## src/hdl/cpu_quota_decimal_parser_defines.svh

```systemverilog
// Assertion macros shared by the CPU quota parser modules.
// Every macro samples on clk and is disabled while rst_n is low.
`ifndef CPU_QUOTA_DECIMAL_PARSER_DEFINES_SVH
`define CPU_QUOTA_DECIMAL_PARSER_DEFINES_SVH

// Same-cycle implication: when ante holds, cons must hold as well.
`define CQDP_ASSERT_NOW(name, ante, cons, msg) \
  name: assert property (@(posedge clk) disable iff (!rst_n) (ante) |-> (cons)) \
    else $error(msg);

// Next-cycle implication: when ante holds, cons must hold in the next cycle.
`define CQDP_ASSERT_NEXT(name, ante, cons, msg) \
  name: assert property (@(posedge clk) disable iff (!rst_n) (ante) |=> (cons)) \
    else $error(msg);

`endif

```

## src/hdl/cqdp_pkg.sv

```systemverilog
// Shared types, character codes and scale constants for the CPU quota parser.
// Has no dependencies; used by cqdp_parser, cqdp_quota and the top level.
`default_nettype none

package cqdp_pkg;

  localparam logic [7:0] CH_NUL  = 8'h00;
  localparam logic [7:0] CH_DOT  = 8'h2E;
  localparam logic [7:0] CH_ZERO = 8'h30;
  localparam logic [7:0] CH_NINE = 8'h39;

  // Largest whole part that is still a legal CPU count.
  localparam logic [13:0] WHOLE_LIMIT = 14'd1024;
  // Upper bound the whole part can ever reach (1024 * 10 + 9).
  localparam logic [13:0] WHOLE_CEIL = 14'd10249;
  localparam logic [2:0]  MAX_FRAC_DIGITS = 3'd6;

  // One whole CPU is 100000 us of quota per 100 ms period.
  localparam logic [16:0] WHOLE_QUOTA_SCALE = 17'd100000;
  // floor(n / 10) = (n * TENTH_RECIP) >> TENTH_SHIFT for any 20-bit n.
  localparam logic [19:0] TENTH_RECIP = 20'd838861;
  localparam int          TENTH_SHIFT = 23;

  localparam int QUOTA_W = 27;
  localparam int FRACQ_W = 17;

  // Parser state handed over when the terminator arrives.
  typedef struct packed {
    logic [13:0] whole;
    logic [19:0] frac;
    logic [2:0]  digits;
    logic        digit_seen;
    logic        failed;
  } snap_t;

  // Multiplier that turns the fraction digits into quota microseconds.
  // With six digits the value must be divided by ten, which is done with
  // the reciprocal and a shift after the product.
  function automatic logic [19:0] frac_mult(input logic [2:0] digits);
    logic [19:0] m;
    case (digits)
      3'd0:    m = 20'd100000;
      3'd1:    m = 20'd10000;
      3'd2:    m = 20'd1000;
      3'd3:    m = 20'd100;
      3'd4:    m = 20'd10;
      3'd5:    m = 20'd1;
      3'd6:    m = TENTH_RECIP;
      default: m = 20'd0;
    endcase
    return m;
  endfunction

endpackage

`default_nettype wire

```

## src/hdl/cqdp_parser.sv

```systemverilog
// Character parser: keeps the whole part, fraction and flags of the string.
// Depends on cqdp_pkg and the assertion macros in the defines header.
`default_nettype none
`include "cpu_quota_decimal_parser_defines.svh"

module cqdp_parser (
  input  wire logic           clk,
  input  wire logic           rst_n,
  input  wire logic           in_valid,
  input  wire logic           in_ready,
  input  wire logic [7:0]     ch,
  output logic                snap_valid,
  output cqdp_pkg::snap_t     snap
);

  logic [13:0] whole_r, whole_nxt;
  logic [19:0] frac_r, frac_nxt;
  logic [2:0]  digits_r, digits_nxt;
  logic        digit_seen_r, digit_seen_nxt;
  logic        dot_seen_r, dot_seen_nxt;
  logic        failed_r, failed_nxt;

  logic        accept;
  logic        is_term;
  logic        is_dot;
  logic        is_digit;
  logic [3:0]  digit;

  assign accept   = in_valid && in_ready;
  assign is_term  = (ch == cqdp_pkg::CH_NUL);
  assign is_dot   = (ch == cqdp_pkg::CH_DOT);
  assign is_digit = (ch >= cqdp_pkg::CH_ZERO) && (ch <= cqdp_pkg::CH_NINE);
  assign digit    = 4'(ch - cqdp_pkg::CH_ZERO);

  always_comb begin
    whole_nxt      = whole_r;
    frac_nxt       = frac_r;
    digits_nxt     = digits_r;
    digit_seen_nxt = digit_seen_r;
    dot_seen_nxt   = dot_seen_r;
    failed_nxt     = failed_r;
    if (accept) begin
      if (is_term) begin
        whole_nxt      = '0;
        frac_nxt       = '0;
        digits_nxt     = '0;
        digit_seen_nxt = 1'b0;
        dot_seen_nxt   = 1'b0;
        failed_nxt     = 1'b0;
      end else if (!failed_r) begin
        if (is_dot) begin
          if (dot_seen_r) begin
            failed_nxt = 1'b1;
          end else begin
            dot_seen_nxt = 1'b1;
          end
        end else if (!is_digit) begin
          failed_nxt = 1'b1;
        end else begin
          digit_seen_nxt = 1'b1;
          if (!dot_seen_r) begin
            if (whole_r > cqdp_pkg::WHOLE_LIMIT) begin
              failed_nxt = 1'b1;
            end else begin
              // x * 10 as (x << 3) + (x << 1); never exceeds 14 bits here.
              whole_nxt = 14'({whole_r, 3'b000} + {whole_r, 1'b0} + {10'd0, digit});
            end
          end else if (digits_r < cqdp_pkg::MAX_FRAC_DIGITS) begin
            frac_nxt   = 20'({frac_r, 3'b000} + {frac_r, 1'b0} + {16'd0, digit});
            digits_nxt = digits_r + 3'd1;
          end else begin
            failed_nxt = 1'b1;
          end
        end
      end
    end
  end

  always_ff @(posedge clk) begin
    if (!rst_n) begin
      whole_r      <= '0;
      frac_r       <= '0;
      digits_r     <= '0;
      digit_seen_r <= 1'b0;
      dot_seen_r   <= 1'b0;
      failed_r     <= 1'b0;
    end else begin
      whole_r      <= whole_nxt;
      frac_r       <= frac_nxt;
      digits_r     <= digits_nxt;
      digit_seen_r <= digit_seen_nxt;
      dot_seen_r   <= dot_seen_nxt;
      failed_r     <= failed_nxt;
    end
  end

  // The terminator hands over the state as it stands before clearing.
  assign snap_valid      = in_valid && is_term;
  assign snap.whole      = whole_r;
  assign snap.frac       = frac_r;
  assign snap.digits     = digits_r;
  assign snap.digit_seen = digit_seen_r;
  assign snap.failed     = failed_r;

  `CQDP_ASSERT_NOW(a_digits_bound, 1'b1, digits_r <= cqdp_pkg::MAX_FRAC_DIGITS,
    "fraction digit count ran past six")
  `CQDP_ASSERT_NOW(a_whole_bound, 1'b1, whole_r <= cqdp_pkg::WHOLE_CEIL,
    "whole part grew past its ceiling")
  `CQDP_ASSERT_NEXT(a_term_clears, accept && is_term,
    whole_r == '0 && frac_r == '0 && digits_r == '0 && !failed_r && !dot_seen_r,
    "parser state not cleared after terminator")

endmodule

`default_nettype wire

```

## src/hdl/cqdp_quota.sv

```systemverilog
// Quota computation: a product stage followed by the result register.
// Depends on cqdp_pkg and the assertion macros in the defines header.
`default_nettype none
`include "cpu_quota_decimal_parser_defines.svh"

module cqdp_quota (
  input  wire logic                           clk,
  input  wire logic                           rst_n,
  input  wire logic                           snap_valid,
  input  wire cqdp_pkg::snap_t                snap,
  output logic                                snap_ready,
  output logic                                out_valid,
  input  wire logic                           out_ready,
  output logic                                out_ok,
  output logic [cqdp_pkg::QUOTA_W-1:0]        out_quota
);

  // Product stage.
  logic        s1_valid_r, s1_valid_nxt;
  logic [29:0] wprod_r;
  logic [39:0] fprod_r;
  logic        reject_r;
  logic        whole_zero_r;
  logic        tenth_r;

  // Result register.
  logic                         out_valid_r, out_valid_nxt;
  logic                         ok_r;
  logic [cqdp_pkg::QUOTA_W-1:0] quota_r;

  logic                          out_adv;
  logic                          s1_load;
  logic                          out_load;
  logic                          reject_nxt;
  logic [cqdp_pkg::FRACQ_W-1:0]  fracq;
  logic [cqdp_pkg::QUOTA_W-1:0]  sum;
  logic                          ok_nxt;

  assign out_adv    = !out_valid_r || out_ready;
  assign snap_ready = !s1_valid_r || out_adv;
  assign s1_load    = snap_valid && snap_ready;
  assign out_load   = s1_valid_r && out_adv;

  // A whole part of exactly 1024 with any nonzero fraction is over the limit.
  assign reject_nxt = snap.failed || !snap.digit_seen ||
                      (snap.whole > cqdp_pkg::WHOLE_LIMIT) ||
                      ((snap.whole == cqdp_pkg::WHOLE_LIMIT) && (snap.frac != '0));

  always_comb begin
    s1_valid_nxt = s1_valid_r;
    if (snap_ready) begin
      s1_valid_nxt = snap_valid;
    end
    out_valid_nxt = out_valid_r;
    if (out_adv) begin
      out_valid_nxt = s1_valid_r;
    end
  end

  always_ff @(posedge clk) begin
    if (!rst_n) begin
      s1_valid_r  <= 1'b0;
      out_valid_r <= 1'b0;
    end else begin
      s1_valid_r  <= s1_valid_nxt;
      out_valid_r <= out_valid_nxt;
    end
  end

  always_ff @(posedge clk) begin
    if (s1_load) begin
      wprod_r      <= 30'(snap.whole * cqdp_pkg::WHOLE_QUOTA_SCALE);
      fprod_r      <= snap.frac * cqdp_pkg::frac_mult(snap.digits);
      reject_r     <= reject_nxt;
      whole_zero_r <= (snap.whole == '0);
      tenth_r      <= (snap.digits == cqdp_pkg::MAX_FRAC_DIGITS);
    end
  end

  // Six fraction digits carry the divide-by-ten reciprocal in the product.
  assign fracq  = tenth_r ? fprod_r[cqdp_pkg::TENTH_SHIFT +: cqdp_pkg::FRACQ_W]
                          : fprod_r[cqdp_pkg::FRACQ_W-1:0];
  assign sum    = wprod_r[cqdp_pkg::QUOTA_W-1:0] + {10'd0, fracq};
  assign ok_nxt = !reject_r && !(whole_zero_r && (fracq == '0));

  always_ff @(posedge clk) begin
    if (out_load) begin
      ok_r    <= ok_nxt;
      quota_r <= ok_nxt ? sum : '0;
    end
  end

  assign out_valid = out_valid_r;
  assign out_ok    = ok_r;
  assign out_quota = quota_r;

  `CQDP_ASSERT_NOW(a_ok_nonzero, out_valid_r && ok_r, quota_r != '0,
    "accepted quota is zero")
  `CQDP_ASSERT_NOW(a_reject_zero, out_valid_r && !ok_r, quota_r == '0,
    "rejected quota is not zero")
  `CQDP_ASSERT_NEXT(a_stage_holds, s1_valid_r && !out_adv, s1_valid_r,
    "product stage dropped an entry while blocked")

endmodule

`default_nettype wire

```

## src/hdl/cpu_quota_decimal_parser.sv

```systemverilog
// Pipeline: a result passes the product stage, then the result register.
// Throughput: one character beat per cycle while the first pipeline register
// has room; a string of n characters plus the terminator takes n + 1 beats,
// and up to two results queue inside a stalled output before the input stalls.
// Reset: synchronous, active low rst_n; parser state and all valid flags clear.
`default_nettype none

// Top level of the CPU quota parser. Depends on cqdp_pkg, cqdp_parser and
// cqdp_quota.
//
// Characters arrive one per beat. Digits, at most one dot, and a zero byte
// terminator make a string; the parser keeps the whole part, the fraction
// digits and a sticky error flag. Once an error is seen, characters are
// ignored until the terminator. The terminator beat snapshots the parser
// state into the quota pipeline and returns the parser to its reset state
// in the same cycle, so the next string may start on the very next beat.
//
// The quota pipeline has two registers. The first holds the products of
// the whole part by 100000 and of the fraction by its digit-count scale.
// The second is the result register: the fraction term is picked (with a
// divide by ten through a reciprocal when six fraction digits were given),
// added to the whole term and checked against the zero and range limits.
// A rejected string gives ok = 0 and a quota of 0.
module cpu_quota_decimal_parser (
  input  wire logic        clk,
  input  wire logic        rst_n,
  input  wire logic        in_tvalid,
  output logic             in_tready,
  input  wire logic [7:0]  in_tdata,   // [7:0] ch
  output logic             out_tvalid,
  input  wire logic        out_tready,
  output logic [31:0]      out_tdata   // [0] ok, [27:1] quota_us, [31:28] zero
);

  logic                          snap_valid;
  logic                          snap_ready;
  cqdp_pkg::snap_t               snap;
  logic                          res_ok;
  logic [cqdp_pkg::QUOTA_W-1:0]  res_quota;

  // Every character, terminator or not, waits only on room in the first
  // pipeline register, so the input keeps flowing while a result is held.
  assign in_tready = snap_ready;

  cqdp_parser u_parser (
    .clk        (clk),
    .rst_n      (rst_n),
    .in_valid   (in_tvalid),
    .in_ready   (in_tready),
    .ch         (in_tdata),
    .snap_valid (snap_valid),
    .snap       (snap)
  );

  cqdp_quota u_quota (
    .clk        (clk),
    .rst_n      (rst_n),
    .snap_valid (snap_valid),
    .snap       (snap),
    .snap_ready (snap_ready),
    .out_valid  (out_tvalid),
    .out_ready  (out_tready),
    .out_ok     (res_ok),
    .out_quota  (res_quota)
  );

  assign out_tdata = {4'b0000, res_quota, res_ok};

endmodule

`default_nettype wire

```

## config.mk

```make
export PLATFORM = sky130hd
export DESIGN_NAME = cpu_quota_decimal_parser
export DESIGN_NICKNAME = d
export VERILOG_FILES = /design/src/hdl/cqdp_pkg.sv /design/src/hdl/cqdp_parser.sv /design/src/hdl/cqdp_quota.sv /design/src/hdl/cpu_quota_decimal_parser.sv
export VERILOG_INCLUDE_DIRS = /design/src /design/src/hdl
export SDC_FILE = /design/constraint.sdc
export NUM_CORES = 1
export LEC_CHECK = 0
export BUFFER_PORTS_ARGS = -buffer_cell sky130_fd_sc_hd__buf_4
export CORE_ASPECT_RATIO = 1.1
export CORE_MARGIN = 4
export CORE_UTILIZATION = 65
export DETAILED_ROUTE_END_ITERATION = 8
export GPL_TIMING_DRIVEN = 0
export PLACE_DENSITY = 0.91
export SLEW_MARGIN = 20
export SYNTH_ARGS = -nofsm -noshare
export SYNTH_HDL_FRONTEND = slang
export SYNTH_SLANG_ARGS = --single-unit
```

## constraint.sdc

```tcl
create_clock -name clk -period 10 [get_ports clk]
set_clock_uncertainty 0.15 [all_clocks]
set_input_delay 1 -clock clk [delete_from_list [all_inputs] [get_ports clk]]
set_output_delay 1 -clock clk [all_outputs]
set_load 0.005 [all_outputs]
```

# [Word-level counts from Yosys, hierarchy flattened]
# Index checks and enable logic that the tools add are counted.
[op_classes] eq_ne=12 muxes=36 add_sub_neg=7 order_cmp=4 n_bitwise=0 multipliers=2 reduce_logical=31 shifts=0 div=0
[ops] operator="two-way mux 20 bit" n=7
[ops] operator="case mux 20 bit (7 select lines)" n=1
[ops] operator="two-way mux 14 bit" n=6
[ops] operator="multiplier 20 x 20 -> 40 bit" n=1
[ops] operator="adder 27 x 17 -> 27 bit" n=1
[ops] operator="multiplier 14 x 12 -> 22 bit (second input constant)" n=1
[ops] operator="adder 20 bit" n=1
[ops] operator="adder 20 x 4 -> 20 bit" n=1
[ops] operator="nonzero test 20 bit" n=1
[ops] operator="two-way mux 3 bit" n=6
[ops] operator="zero test 17 bit" n=1
[ops] operator="two-way mux 17 bit" n=1
[ops] operator="two-way mux 1 bit" n=15
[ops] operator="adder 14 bit" n=1
[ops] operator="adder 14 x 4 -> 14 bit" n=1
[ops] operator="equality test 14 x 11 -> 1 bit (second input constant)" n=1
[ops] operator="greater-than comparator 14 x 11 -> 1 bit (second input constant)" n=1
[ops] operator="zero test 14 bit" n=1
[ops] operator="AND reduction 6 bit" n=2
[ops] operator="equality test 3 bit (second input constant)" n=3
[ops] operator="equality test 8 x 6 -> 1 bit (second input constant)" n=1
[ops] operator="greater-or-equal comparator 8 x 6 -> 1 bit (second input constant)" n=1
[ops] operator="less-or-equal comparator 8 x 6 -> 1 bit (second input constant)" n=1
[ops] operator="logical AND 1 bit" n=8
[ops] operator="other kinds (14)" n=28
[totals] latchBits=0 mem_bits_ro=0 out_inout_bits=34 memories=0 ram_bits=0 register_bits=135

# [Depth between registers and ports, before layout]
[depth] depth_word=8 ltp_mapped=30 ltp_nobuf=29

# [By module]
# Synthesis repeated with hierarchy kept, for this count alone.
[hier_totals] hier_cells=2364 area_unflattened_um2=22475.3
[by_module_without_submodules] mod="cqdp_quota" cells_per_inst=2011 area_per_inst_um2=19215.9 n_inst=1 seq_area_each_um2=2652.5
[by_module_without_submodules] mod="cqdp_parser" cells_per_inst=347 area_per_inst_um2=3218.1 n_inst=1 seq_area_each_um2=800.8
[by_module_without_submodules] mod="cpu_quota_decimal_parser" cells_per_inst=6 area_per_inst_um2=41.3 n_inst=1 seq_area_each_um2=0.0

# [Least setup slack after synthesis]
# No wires, ideal clock.
[synth_timing] kind="register -> register" start="reg u_parser.digits_r[0]" end="reg u_quota.fprod_r[33], data pin" period_less_slack_ns=7.455 slack_ns=2.545 t_arrival_ns=7.048 path_buffers=2 setup_ns=0.257 stages_incl_launch_ff=28 path_cell_list="dfxtp_1 inv_1 ha_1 or3_1 a31o_2 clkbuf_1 and2_1 fa_1 inv_1 fa_1 fa_1 inv_1 fa_1 fa_1 fa_1 inv_1 fa_1 inv_1 ha_1 buf_2 a21oi_1 o21ai_0 a221oi_1 o21ai_1 a21oi_1 nand3_2 nor4_1 and4bb_1"
[synth_via] elab_chain_len=4 word_cells_on_any_way=10
[synth_rtl] item="start, declared" line="cqdp_parser.sv:18" source="logic [2:0] digits_r, digits_nxt;"
[synth_rtl] item="start signal, assigned" line="cqdp_parser.sv:90" source="digits_r <= digits_nxt;"
[synth_rtl] item="equality test 3 bit (tied with other cells)" line="cqdp_pkg.sv:41" source="case (digits)"
[synth_rtl] item="case mux 20 bit (7 select lines) *" line="cqdp_pkg.sv:41"
[synth_rtl] item="two-way mux 20 bit *" line="cqdp_quota.sv:71" source="if (s1_load) begin"
[synth_rtl] item="multiplier 20 x 20 -> 40 bit *" line="cqdp_quota.sv:73" source="fprod_r <= snap.frac * cqdp_pkg::frac_mult(snap.digits);"
[synth_rtl] item="end signal, assigned" line="cqdp_quota.sv:73"
[synth_rtl] item="end, declared" line="cqdp_quota.sv:21" source="logic [39:0] fprod_r;"
# Mark *: on every way between the ends. The rest lies on a longest branch, timed or not. The select of a mux whose other input is x is not followed.
# A chain may end at the register's enable or synchronous reset.

# [Final worst setup path]
# Same ends and word-level chain as after synthesis.

==> impl_metrics.env <==
export IMPL_rows=70
export IMPL_final_common_cell="inv_1"
export IMPL_synth_cell_types=80
export IMPL_cp_start_kind="register"
export IMPL_fin_setup_tns_ns=0
export IMPL_ys_seq_elements=129
export IMPL_startpoint="u_parser.digits_r[0]"
export IMPL_numCtsBuffers=17
export IMPL_tightest_slew_ns=0.956
export IMPL_synth_top_family_by_area="adder cells"
export IMPL_max_stage_delay_ns=0.57
export IMPL_routed_wl_um=59900
export IMPL_cts_root_buffer="clkbuf_16"
export IMPL_reg2reg_to="u_quota.fprod_r[33]"
export IMPL_stdcell_count=2917
export IMPL_ioPinCount=46
export IMPL_crit_reg2reg_launch="u_parser.digits_r[0]"
export IMPL_synth_seq_area_share_pct=15.6
export IMPL_cp_slowest_cell="clkbuf_1"
export IMPL_grt_max_degree=63
export IMPL_reg2reg_depth=30
export IMPL_viasPerCell=5.92
export IMPL_start_util_pct=66.2
export IMPL_die_y_um=202
export IMPL_postCtsSetupBuffers=0
export IMPL_cts_hold_buf=0
export IMPL_synth_xor_area_share_pct=3.48
export IMPL_power_leakage_uw=0.0130
export IMPL_rrSetupSlack_ns=1.04
export IMPL_hold_end="u_quota.out_valid"
export IMPL_finalNetCount=3139
export IMPL_antenna_found_initial=0
export IMPL_clock_path_buffers=2
export IMPL_rsz0062_at_grt="no"
export IMPL_syn_to_final_growth_pct=6.79
export IMPL_grt_pass1_vias=18471
export IMPL_drtPass1Iterations=8
export IMPL_yosys_area_share_simple_pct=13.1
export IMPL_synth_adder_area_share_pct=47.8
export IMPL_synth_top_flop_cell="edfxtp_1"
export IMPL_netlist_instances=2408
export IMPL_core_area_um2=33500
export IMPL_synth_edf_count=87
export IMPL_vias=17275
export IMPL_drc=0
export IMPL_finalWorstPathRequiredPeriod_ns=8.96
export IMPL_die_width_um=184
export IMPL_synth_area_um2=22200
export IMPL_hold_violations=0
export IMPL_die_area_um2=37100
export IMPL_cts_max_level=4
export IMPL_wire_per_inst_um=20.5
export IMPL_mostFrequentLayoutCells="inv_1 (558), ha_1 (335), fa_1 (320), nand2_1 (233), a21oi_1 (97)"
export IMPL_syn_area_per_cell_um2=9.20
export IMPL_io_buffer_count=41
export IMPL_maxCapViolations=0
export IMPL_drtIter0Drc=1390
export IMPL_post_place_cells=2885
export IMPL_powerDensity_nw_per_um2=53.9
export IMPL_insertion_delay_ns=0.45
export IMPL_setup_viol=0
export IMPL_grt_pass1_wl_um=96300
export IMPL_ant_nets=0
export IMPL_synth_compound_area_share_pct=8.08
export IMPL_cts_tree="done"
export IMPL_synth_mux_area_share_pct=1.01
export IMPL_worstSetupEndpointType="register"
export IMPL_max_freq_mhz=112
export IMPL_whs_path_depth=2
export IMPL_critPathKind="reg -> reg"
export IMPL_status="finished, final reports clean"
export IMPL_cts_sinks=129
export IMPL_cp_required_ns=10.05
export IMPL_cts_clk_slew_worst_paths_ns=0.07
export IMPL_cp_arrival_ns=9.01
export IMPL_hold_class="reg -> reg"
export IMPL_cts_resized_gates=0
export IMPL_overflow=0
export IMPL_hp_start="u_quota.s1_valid_r"
export IMPL_period_share_pct=89.6
export IMPL_num_fill_cells=2412
export IMPL_max_slew_margin_pct=36.3
export IMPL_track_usage_pct=33.1
export IMPL_antenna_cells=0
export IMPL_cpMostUsedCell="inv_1"
export IMPL_dp_hpwl_um=48800
export IMPL_ir_worst_vdd_v=0.000114
export IMPL_crit_path_max_fanout=10
export IMPL_synth_warnings=0
export IMPL_layout_drive_gt1_share_pct=5.11
export IMPL_ys_async_sr_fraction_pct=0
export IMPL_gp_congestion=1.00
export IMPL_slew_violations=0
[per-layer routing]
| layer | vias to the layer above | global-route usage (%) | wire, um |
|---|---|---|---|
| met4 | 0 | 11.5 | 2430 |
| met1 | 8427 | 43.6 | 23100 |
| met2 | 883 | 54.0 | 28200 |
| li1 | 7780 | - | - |
| met3 | 185 | 7.59 | 6150 |
| met5 | - | 0 | 0 |
[cell type report]
class	instances	area (um2)	share of cell area [%]
clock buffers	17	425	1.80
flip-flops and latches	129	3450	14.6
inverters	560	2100	8.89
repair buffers	42	328	1.39
plain buffers	76	312	1.32
clock inverters	15	189	0.798
multi-input cells	1646	16300	68.9
well taps	432	541	2.28
[worst max-delay path: cells and delay by family, from the launching register on]
family	cells	cell delay, ns
adders and majority gates	9	4.30
buffers and inverters	10	1.61
and+or+nand+nor	6	1.23
AOI/OAI and AO/OA	5	1.03
DFF	1	0.36
[metrics by stage]
step / hold slack [ns] / power [uW] / setup WS, ns / utilization (%) / area, um2
floorplan: 0.305 / 587 / 2.55 / - / 22200
global placement: 0.321 / 596 / 1.44 / 68.8 / 23000
detailed placement: 0.354 / 597 / 1.26 / 68.9 / 23100
CTS: 0.370 / 1270 / 1.23 / 70.7 / 23700
global route: 0.415 / 1300 / 0.733 / 70.7 / 23700
finish: 0.366 / 1280 / 1.04 / 70.7 / 23700
[cell families after synthesis]
| group | count (synthesis) |
|---|---|
| AO/OA/AOI/OAI | 280 |
| XOR/XNOR | 88 |
| adder cells (fa/ha/maj) | 655 |
| buffers and inverters | 636 |
| flip-flops | 129 |
| multiplexers | 21 |
| other | 1 |
| AND/OR/NAND/NOR | 598 |
[worst max-delay path by stage]
stage                               end  slack, ns  cells after the start
global route        u_quota.fprod_r[33]       0.73                     29
global placement    u_quota.fprod_r[33]       1.44                     29
floorplan           u_quota.fprod_r[33]       2.55                     27
finish              u_quota.fprod_r[33]       1.04                     30
detailed placement  u_quota.fprod_r[33]       1.26                     28
CTS                 u_quota.fprod_r[33]       1.23                     29
[flip-flops by register name (all words and copies together) (netlist names), 3 cells and up]
| register | count |
|---|---|
| u_quota.fprod_r | 34 |
| u_quota.out_quota | 27 |
| u_quota.wprod_r | 22 |
| u_parser.frac_r | 20 |
| u_parser.whole_r | 14 |
| u_parser.digits_r | 3 |
[cells in the mapped netlist (all sizes together) (31+ instances only)]
| library cell | instances | area [um2] |
|---|---|---|
| inv | 559 | 2100 |
| ha | 335 | 4190 |
| fa | 320 | 6410 |
| nand2 | 233 | 875 |
| a21oi | 99 | 503 |
| nor2 | 91 | 342 |
| edfxtp | 87 | 2610 |
| and2 | 85 | 532 |
| xnor2 | 64 | 561 |
| clkbuf | 62 | 233 |
| o21ai | 61 | 305 |
| nand3 | 43 | 220 |
| dfxtp | 42 | 841 |
| a21o | 31 | 233 |
[power by group]
part	switching [uW]	internal [uW]	total (uW)
Sequential	0.911	563	564
Combinational	13.4	8.54	21.9
Clock	310	380	690
Total	325	951	1280
(Power assumes the default switching activity.)
